--- src/rtl/core/drbt_pkg.sv ---
package drbt_pkg;

  localparam int ADDR_W    = 48;
  localparam int LAT_W     = 12;
  localparam int CNT_W     = 48;
  localparam int CYC_W     = 10;
  localparam int CFG_W     = 12;
  localparam int CFG_IDX_W = 3;

  // bank count and row size are powers of two
  localparam int NUM_BANKS = 16;
  localparam int ROW_BYTES = 1024;
  localparam int BANK_W    = $clog2(NUM_BANKS);
  localparam int ROW_LOG2  = $clog2(ROW_BYTES);

  localparam logic [CFG_IDX_W-1:0] REG_ROW_MODEL_ENABLE   = 3'd0;
  localparam logic [CFG_IDX_W-1:0] REG_PAGE_POLICY_CLOSED = 3'd1;
  localparam logic [CFG_IDX_W-1:0] REG_LINE_SIZE_LOG2     = 3'd2;
  localparam logic [CFG_IDX_W-1:0] REG_ACTIVATE_CYCLES    = 3'd3;
  localparam logic [CFG_IDX_W-1:0] REG_COLUMN_CYCLES      = 3'd4;
  localparam logic [CFG_IDX_W-1:0] REG_PRECHARGE_CYCLES   = 3'd5;
  localparam logic [CFG_IDX_W-1:0] REG_TRANSFER_CYCLES    = 3'd6;
  localparam logic [CFG_IDX_W-1:0] REG_FIXED_LATENCY      = 3'd7;

  localparam logic [CNT_W-1:0] CNT_MAX = {CNT_W{1'b1}};

  typedef enum logic [1:0] {
    KIND_FIXED    = 2'd0,
    KIND_EMPTY    = 2'd1,
    KIND_HIT      = 2'd2,
    KIND_CONFLICT = 2'd3
  } kind_t;

  typedef enum logic {
    ST_IDLE,
    ST_EVAL
  } state_t;

  typedef struct packed {
    logic [ADDR_W-1:0] line_address;
    logic              is_write;
  } req_t;

  typedef struct packed {
    logic [LAT_W-1:0] latency;
    logic [1:0]       access_kind;
    logic [CNT_W-1:0] read_count;
    logic [CNT_W-1:0] write_count;
    logic [CNT_W-1:0] read_delay_total;
    logic [CNT_W-1:0] write_delay_total;
  } rsp_t;

  typedef struct packed {
    logic             valid;
    logic             is_write;
    logic [LAT_W-1:0] latency;
  } stat_upd_t;

  typedef struct packed {
    logic [CNT_W-1:0] read_count;
    logic [CNT_W-1:0] write_count;
    logic [CNT_W-1:0] read_delay_total;
    logic [CNT_W-1:0] write_delay_total;
  } stat_tot_t;

endpackage

--- src/rtl/core/drbt_ram.sv ---
module drbt_ram #(
  parameter int WIDTH = 48,
  parameter int DEPTH = 16
) (
  input  logic                                    clk,
  input  logic                                    we,
  input  logic [(DEPTH > 1 ? $clog2(DEPTH) : 1)-1:0] waddr,
  input  logic [WIDTH-1:0]                        wdata,
  input  logic                                    re,
  input  logic [(DEPTH > 1 ? $clog2(DEPTH) : 1)-1:0] raddr,
  output logic [WIDTH-1:0]                        rdata
);

  logic [WIDTH-1:0] mem [DEPTH];

  always_ff @(posedge clk) begin
    if (we) begin
      mem[waddr] <= wdata;
    end
    if (re) begin
      rdata <= mem[raddr];
    end
  end

endmodule

--- src/rtl/core/drbt_div.sv ---
module drbt_div #(
  parameter int AW = 48
) (
  input  logic [AW-1:0]               addr,
  input  logic [3:0]                  line_size_log2,
  output logic [drbt_pkg::BANK_W-1:0] bank,
  output logic [AW-1:0]               row
);

  logic [4:0] lines_log2;
  logic [4:0] shamt;

  // lines per row floored at one when the line is larger than a row
  always_comb begin
    lines_log2 = ({1'b0, line_size_log2} >= 5'(drbt_pkg::ROW_LOG2)) ? 5'd0
               : 5'(drbt_pkg::ROW_LOG2) - {1'b0, line_size_log2};
    shamt      = lines_log2 + 5'(drbt_pkg::BANK_W);
    bank       = addr[drbt_pkg::BANK_W-1:0];
    row        = addr >> shamt;
  end

endmodule

--- src/rtl/core/drbt_stats.sv ---
module drbt_stats (
  input  logic                clk,
  input  logic                rst,
  input  drbt_pkg::stat_upd_t upd,
  output drbt_pkg::stat_tot_t tot
);

  function automatic logic [drbt_pkg::CNT_W-1:0] sat_add(
    input logic [drbt_pkg::CNT_W-1:0] a,
    input logic [drbt_pkg::LAT_W-1:0] b
  );
    logic [drbt_pkg::CNT_W:0] s;
    s = {1'b0, a} + (drbt_pkg::CNT_W+1)'(b);
    return s[drbt_pkg::CNT_W] ? drbt_pkg::CNT_MAX : s[drbt_pkg::CNT_W-1:0];
  endfunction

  always_ff @(posedge clk) begin
    if (rst) begin
      tot <= '0;
    end else if (upd.valid) begin
      if (upd.is_write) begin
        tot.write_count       <= sat_add(tot.write_count, drbt_pkg::LAT_W'(1));
        tot.write_delay_total <= sat_add(tot.write_delay_total, upd.latency);
      end else begin
        tot.read_count        <= sat_add(tot.read_count, drbt_pkg::LAT_W'(1));
        tot.read_delay_total  <= sat_add(tot.read_delay_total, upd.latency);
      end
    end
  end

endmodule

--- src/rtl/core/dram_bank_row_buffer_timing.sv ---
// DRAM bank row-buffer timing model. Each request transaction carries a cache-line
// address and a read/write flag; each response transaction returns the latency of
// that access, its kind (fixed, bank empty, row hit, row conflict) and saturating
// read and write access counts and delay totals that include it. Bank is the low
// address bits (address modulo NUM_BANKS) and row is the address shifted right by
// log2 of lines-per-row plus log2 of NUM_BANKS; NUM_BANKS and ROW_BYTES are package
// constants and powers of two. The open row of each bank lives in a RAM with
// registered read: it is read in the cycle the request is taken, then compared and
// written back. One transaction is in flight at a time: ST_IDLE takes the request
// and reads the RAM and ST_EVAL evaluates and loads the response register; ST_EVAL
// is extended while a stalled response still holds that register. The user must
// write configuration through cfg_we/cfg_index/cfg_data only while no transaction
// is outstanding; the block itself does not enforce it.
module dram_bank_row_buffer_timing #(
  parameter int ADDR_BITS = 48
) (
  input  logic                               clk,
  input  logic                               rst,
  input  logic                               cfg_we,
  input  logic [drbt_pkg::CFG_IDX_W-1:0]     cfg_index,
  input  logic [drbt_pkg::CFG_W-1:0]         cfg_data,
  input  logic                               req_valid,
  output logic                               req_stall,
  input  drbt_pkg::req_t                     req,
  output logic                               rsp_valid,
  input  logic                               rsp_stall,
  output drbt_pkg::rsp_t                     rsp
);

  localparam int AW = (ADDR_BITS < drbt_pkg::ADDR_W) ? ADDR_BITS : drbt_pkg::ADDR_W;
  localparam int BW = drbt_pkg::BANK_W;

  logic                         row_model_enable;
  logic                         page_policy_closed;
  logic [3:0]                   line_size_log2;
  logic [drbt_pkg::CYC_W-1:0]   activate_cycles;
  logic [drbt_pkg::CYC_W-1:0]   column_cycles;
  logic [drbt_pkg::CYC_W-1:0]   precharge_cycles;
  logic [drbt_pkg::CYC_W-1:0]   transfer_cycles;
  logic [drbt_pkg::LAT_W-1:0]   fixed_latency;

  drbt_pkg::state_t             state;
  drbt_pkg::state_t             state_next;

  logic                         accept;
  logic [AW-1:0]                addr;
  logic [BW-1:0]                bank;
  logic [AW-1:0]                row;

  logic                         ram_re;
  logic                         ram_we;
  logic [AW-1:0]                open_row;
  logic [drbt_pkg::NUM_BANKS-1:0] bank_valid;
  logic                         is_write;
  logic                         commit;
  logic                         row_hit;

  logic [drbt_pkg::LAT_W-1:0]   lat;
  drbt_pkg::kind_t              kind;
  logic [drbt_pkg::LAT_W-1:0]   latency;
  logic [1:0]                   access_kind;

  drbt_pkg::stat_upd_t          upd;
  drbt_pkg::stat_tot_t          tot;

  always_ff @(posedge clk) begin
    if (rst) begin
      row_model_enable   <= 1'b0;
      page_policy_closed <= 1'b0;
      line_size_log2     <= 4'd6;
      activate_cycles    <= drbt_pkg::CYC_W'(45);
      column_cycles      <= drbt_pkg::CYC_W'(45);
      precharge_cycles   <= drbt_pkg::CYC_W'(45);
      transfer_cycles    <= drbt_pkg::CYC_W'(10);
      fixed_latency      <= drbt_pkg::LAT_W'(100);
    end else if (cfg_we) begin
      unique case (cfg_index)
        drbt_pkg::REG_ROW_MODEL_ENABLE:   row_model_enable   <= cfg_data[0];
        drbt_pkg::REG_PAGE_POLICY_CLOSED: page_policy_closed <= cfg_data[0];
        drbt_pkg::REG_LINE_SIZE_LOG2:     line_size_log2     <= cfg_data[3:0];
        drbt_pkg::REG_ACTIVATE_CYCLES:    activate_cycles    <= cfg_data[9:0];
        drbt_pkg::REG_COLUMN_CYCLES:      column_cycles      <= cfg_data[9:0];
        drbt_pkg::REG_PRECHARGE_CYCLES:   precharge_cycles   <= cfg_data[9:0];
        drbt_pkg::REG_TRANSFER_CYCLES:    transfer_cycles    <= cfg_data[9:0];
        drbt_pkg::REG_FIXED_LATENCY:      fixed_latency      <= cfg_data[11:0];
        default: ;
      endcase
    end
  end

  always_ff @(posedge clk) begin
    if (rst) begin
      state <= drbt_pkg::ST_IDLE;
    end else begin
      state <= state_next;
    end
  end

  always_comb begin
    state_next = state;
    unique case (state)
      drbt_pkg::ST_IDLE: begin
        if (req_valid) begin
          state_next = drbt_pkg::ST_EVAL;
        end
      end
      drbt_pkg::ST_EVAL: begin
        if (!rsp_valid || !rsp_stall) begin
          state_next = drbt_pkg::ST_IDLE;
        end
      end
      default: state_next = drbt_pkg::ST_IDLE;
    endcase
  end

  always_comb begin
    req_stall = (state != drbt_pkg::ST_IDLE);
    accept    = req_valid && !req_stall;
    ram_re    = accept && row_model_enable;
    commit    = (state == drbt_pkg::ST_EVAL) && (!rsp_valid || !rsp_stall);
  end

  always_ff @(posedge clk) begin
    if (accept) begin
      addr     <= req.line_address[AW-1:0];
      is_write <= req.is_write;
    end
  end

  drbt_div #(
    .AW (AW)
  ) u_div (
    .addr           (addr),
    .line_size_log2 (line_size_log2),
    .bank           (bank),
    .row            (row)
  );

  drbt_ram #(
    .WIDTH (AW),
    .DEPTH (drbt_pkg::NUM_BANKS)
  ) u_row_ram (
    .clk   (clk),
    .we    (ram_we),
    .waddr (bank),
    .wdata (row),
    .re    (ram_re),
    .raddr (req.line_address[BW-1:0]),
    .rdata (open_row)
  );

  always_comb begin
    row_hit = bank_valid[bank] && (open_row == row);
    ram_we  = 1'b0;
    if (!row_model_enable) begin
      lat  = fixed_latency;
      kind = drbt_pkg::KIND_FIXED;
    end else if (page_policy_closed) begin
      lat  = drbt_pkg::LAT_W'(activate_cycles) + drbt_pkg::LAT_W'(column_cycles)
           + drbt_pkg::LAT_W'(transfer_cycles);
      kind = drbt_pkg::KIND_EMPTY;
    end else if (!bank_valid[bank]) begin
      lat    = drbt_pkg::LAT_W'(activate_cycles) + drbt_pkg::LAT_W'(column_cycles)
             + drbt_pkg::LAT_W'(transfer_cycles);
      kind   = drbt_pkg::KIND_EMPTY;
      ram_we = commit;
    end else if (row_hit) begin
      lat  = drbt_pkg::LAT_W'(column_cycles) + drbt_pkg::LAT_W'(transfer_cycles);
      kind = drbt_pkg::KIND_HIT;
    end else begin
      lat    = drbt_pkg::LAT_W'(precharge_cycles) + drbt_pkg::LAT_W'(activate_cycles)
             + drbt_pkg::LAT_W'(column_cycles) + drbt_pkg::LAT_W'(transfer_cycles);
      kind   = drbt_pkg::KIND_CONFLICT;
      ram_we = commit;
    end
  end

  always_ff @(posedge clk) begin
    if (rst) begin
      bank_valid <= '0;
    end else if (commit && row_model_enable) begin
      bank_valid[bank] <= !page_policy_closed;
    end
  end

  assign upd = '{valid: commit, is_write: is_write, latency: lat};

  drbt_stats u_stats (
    .clk (clk),
    .rst (rst),
    .upd (upd),
    .tot (tot)
  );

  always_ff @(posedge clk) begin
    if (rst) begin
      rsp_valid <= 1'b0;
    end else if (commit) begin
      rsp_valid <= 1'b1;
    end else if (!rsp_stall) begin
      rsp_valid <= 1'b0;
    end
  end

  always_ff @(posedge clk) begin
    if (commit) begin
      latency     <= lat;
      access_kind <= kind;
    end
  end

  always_comb begin
    rsp.latency           = latency;
    rsp.access_kind       = access_kind;
    rsp.read_count        = tot.read_count;
    rsp.write_count       = tot.write_count;
    rsp.read_delay_total  = tot.read_delay_total;
    rsp.write_delay_total = tot.write_delay_total;
  end

`ifndef SYNTHESIS
  a_eval_after_accept: assert property (@(posedge clk) disable iff (rst)
    accept |=> state == drbt_pkg::ST_EVAL)
    else $error("accepted transaction not evaluated");

  a_no_ram_overlap: assert property (@(posedge clk) disable iff (rst)
    !(ram_re && ram_we))
    else $error("row RAM read and written in the same cycle");

  a_write_sets_valid: assert property (@(posedge clk) disable iff (rst)
    ram_we |=> bank_valid[$past(bank)])
    else $error("open row written without marking the bank valid");

  a_commit_shows: assert property (@(posedge clk) disable iff (rst)
    commit |=> rsp_valid)
    else $error("committed transaction not presented");

  a_totals_hold: assert property (@(posedge clk) disable iff (rst)
    rsp_valid && rsp_stall |=> $stable(tot))
    else $error("totals changed under a stalled response");
`endif

endmodule
--- config.mk ---
export PLATFORM = sky130hd
export DESIGN_NAME = dram_bank_row_buffer_timing
export DESIGN_NICKNAME = d
export VERILOG_FILES = /design/src/rtl/core/drbt_pkg.sv /design/src/rtl/core/drbt_ram.sv /design/src/rtl/core/drbt_div.sv /design/src/rtl/core/drbt_stats.sv /design/src/rtl/core/dram_bank_row_buffer_timing.sv
export SDC_FILE = /design/constraint.sdc
export NUM_CORES = 2
export LEC_CHECK = 0
export BUFFER_PORTS_ARGS = -buffer_cell sky130_fd_sc_hd__buf_2
export CAP_MARGIN = 5
export CORE_AREA = 2 2 501 304
export DETAILED_ROUTE_END_ITERATION = 6
export DIE_AREA = 0 0 503 306
export PLACE_DENSITY_LB_ADDON = 0.08
export SLEW_MARGIN = 20
export SYNTH_ARGS = -nofsm -noshare
export SYNTH_HDL_FRONTEND = slang
export SYNTH_SLANG_ARGS = --single-unit
--- constraint.sdc ---
create_clock -name clk -period 17.56 [get_ports clk]
set_clock_uncertainty 0.1 [all_clocks]
set_input_delay 2.634 -clock clk [delete_from_list [all_inputs] [get_ports clk]]
set_output_delay 2.634 -clock clk [all_outputs]
set_load 0.01 [all_outputs]
==> flow_summary_export.csv <==
group,metric,value,unit
worst_setup_path,worst-setup-path-type,"reg2reg",
logic_synthesis,synthFlopType,"edfxtp_1",
worst_setup_path,startpoint_type,"flip-flop",
die,pin_count,277,
worst_hold_path,hp-class,"reg2reg",
global_route,grt_overflow,0,
global_route,grt_pass1_vias,32110,
logic_synthesis,synth_edf_count,879,
run_status,status,"complete, no violations",
power,pwr-share-seq,49.3,%
die,placementRows,110,
layout,stdcell_count,6043,
worst_setup_path,max_stage_delay,710,ps
layout,layout-drive-gt1-share,21.4,%
sta,hold_viol,0,
cts,cts.sinks,1147,
power,max-vdd-ir-drop,75.1,uV
cts,post_cts_buffers,0,
logic_synthesis,syn_area,51900,um2
die,fp.dieH,306,um
logic_synthesis,syn_avg_cell_area,14.2,um2
power,power_switching,1.56,mW
global_route,grt_antenna_before_repair,15,
power,netSwitchingFraction,25.2,%
cts,htree_num_levels,3,
detailed_routing,avgViaCountPerCell,5.59,
logic_synthesis,synth_nets,3825,
global_route,grt_max_degree,122,
worst_setup_path,critPathTopFamily,"simple AND/OR/NAND/NOR gates",
worst_setup_path,critical_path.endpoint_type,"flip-flop",
sta,worst_slack,6280,ps
worst_setup_path,required,18140,ps
worst_setup_path,cp_slowest_cell,"ha_2",
placement,dpl_cell_area,55800,um2
power,p_clk_share,40.6,%
sta,maxSlewViolCount,0,
sta,whs,359,ps
die,dieArea,154000,um2
logic_synthesis,ys_types,104,
power,power.density,104,nW/um2
cts,cts_made_buffers,109,
global_route,grt_pass1_wl,241000,um
logic_synthesis,yosys_warnings,0,
die,die_x,503,um
die,start_util,34.8,%
detailed_routing,vias,33779,
sta,rsz0062_at_grt,"no",
power,power_frac_comb,10.2,%
sta,finalSetupTns,0,ps
cts,cts_resized,0,
power,total_power,6.21,mW
power,p_leak,20.1,nW
worst_setup_path,crit_fanout,30,
logic_synthesis,synth_top_area_share,50.8,%
placement,routabilityCongestion,0.962,
layout,multiInputGateArea,19300,um2
sta,finalSetupViolCount,0,
layout,fill_cells,14021,
logic_synthesis,ys_seq_area_share,61.1,%
placement,place_inst,5828,
cts,clk_latency,750,ps
cts,cts.reportedPaths.clkPinSlew,60,ps
placement,io_buffers,276,
global_route,grt_use_total,21.4,%
sta,finalCritPeriodShare,64.2,%
detailed_routing,first_pass_iters,5,
layout,final_area,59600,um2
detailed_routing,wl,167000,um
cts,clockRootBuffer,"clkbuf_16",
logic_synthesis,synthCells,3663,
worst_setup_path,cp_num_buf_inv,5,
placement,hpwlAfterDp,109000,um
placement,pre_cts_ws,6290,ps
detailed_routing,drtAntennaViolNets,0,
worst_setup_path,r2r_slack,6280,ps
power,power.internal,4.64,mW
detailed_routing,drt_iter0_drc,4001,
detailed_routing,wire_per_inst,27.7,um
layout,seq_area,31800,um2
logic_synthesis,yosysMostFrequentCell,"edfxtp_1",
die,core_area,149000,um2
cts,cts_tree,"yes",
sta,worstMarginPinSlew,1170,ps
job,maxCapViolCount,0,
logic_synthesis,synth_area_leaders,"edfxtp_1, mux4_2, dfxtp_1",
sta,period_minus_slack,11280,ps
layout,nets,4085,
sta,fmax,88.6,MHz
sta,max_slew_margin,21.2,%
logic_synthesis,synthTopCellsByCount,"edfxtp_1, a21oi_1, dfxtp_1",
cts,cts_max_path_buffers,3,
layout,post-route-util,40.0,%
worst_setup_path,critPathArrivalTime,11860,ps
cts,ctsHoldBuffers,0,
logic_synthesis,async_flop_share,0,%
logic_synthesis,synth_top_cell_by_area,"edfxtp_1",
layout,area_growth,14.8,%
detailed_routing,drc_errors,0,
logic_synthesis,ys_ff_latch,1147,
[routing by layer]
metal  up-vias  global-route usage (%)  routed length [um]  part of all wire, %
met5         -                       0                   0                    0
met4         0                    4.52                2840                  1.7
met3       181                    3.90               11400                  6.8
met2      1253                    28.8               68500                   41
met1     17594                    35.0               84700                   51
li1      14751                       -                   -                    -
[power groups by stage]
stage / Clock, mW / Combinational [mW] / Sequential, mW
2_1_floorplan: 0 / 0.373 / 3.10
3_3_place_gp: 0 / 0.620 / 3.12
3_5_place_dp: 0 / 0.617 / 3.12
4_1_cts: 2.58 / 0.620 / 3.06
5_1_grt: 2.69 / 0.675 / 3.06
6_report: 2.52 / 0.631 / 3.06
[sequential cells by signal (all words and copies together) (netlist names)]
register / cells
row_model_enable: 1
bank_valid: 16
activate_cycles: 10
transfer_cycles: 10
rsp_valid: 1
addr: 48
req_stall: 1
u_stats.tot: 192
column_cycles: 10
u_row_ram.rdata: 48
access_kind: 2
page_policy_closed: 1
fixed_latency: 12
precharge_cycles: 10
latency: 12
line_size_log2: 4
is_write: 1
u_row_ram.mem: 768
[layout by cell type, fill, tap and decap left out, types with 15 or more instances in the layout]
cell type,count
nor2b_1,30
o21ai_0,56
nand2b_1,19
clkbuf_16,110
xnor2_1,110
nor3_1,54
nor2_4,18
o22ai_1,21
and3_1,50
bufinv_16,16
buf_2,271
a211oi_1,63
clkinv_1,21
nand2_1,245
buf_4,79
dfxtp_1,268
inv_1,63
nand3_1,115
xor2_1,107
fa_1,34
and2_1,33
nand4_1,29
o21a_1,15
mux4_2,259
a31oi_1,17
clkinv_2,21
nor2_1,214
a21oi_1,284
or3_1,18
a211o_1,24
edfxtp_1,879
mux2i_1,89
ha_1,58
o211ai_1,15
nand3b_1,15
[worst register-to-register path, delay by kind of cell (launching register included)]
| family | cells | cell delay (ps) |
|---|---|---|
| mux | 1 | 280 |
| fa+ha+maj | 4 | 1820 |
| buf+inv | 5 | 1660 |
| xor+xnor | 2 | 440 |
| flops | 1 | 640 |
| compound gates | 11 | 3100 |
| simple gates | 9 | 3240 |
[logic make-up (layout without fill, tap and decap cells)]
| family | after synthesis | in the layout | synth area share, % |
|---|---|---|---|
| adder cells (fa/ha/maj) | 93 | 93 | 2.73 |
| other | 0 | 7 | 0 |
| AND/OR/NAND/NOR | 903 | 903 | 8.50 |
| XOR/XNOR | 218 | 218 | 3.69 |
| flip-flops | 1147 | 1147 | 61.1 |
| multiplexers | 353 | 353 | 13.1 |
| buffers and inverters | 271 | 628 | 2.22 |
| AO/OA/AOI/OAI | 678 | 678 | 8.66 |
[worst paths after layout]
kind | from | cells after the start | endpoint
worst min register to register | fixed_latency[3] | 2 | fixed_latency[3]
worst max register to register | line_size_log2[0] | 32 | u_stats.tot[71]
worst max-delay path | line_size_log2[0] | 32 | u_stats.tot[71]
worst min-delay path | fixed_latency[3] | 2 | fixed_latency[3]
[layout make-up]
class / instances / share of cell area (%)
well taps: 2016 / 4.23
clock buffers: 127 / 4.77
repair buffers: 354 / 3.38
flip-flops and latches: 1147 / 53.3
multi-input cells: 2245 / 32.3
clock inverters: 81 / 1.60
diodes: 7 / 0.0294
inverters: 66 / 0.420
Note: power is estimated with default switching activity, not from simulation.
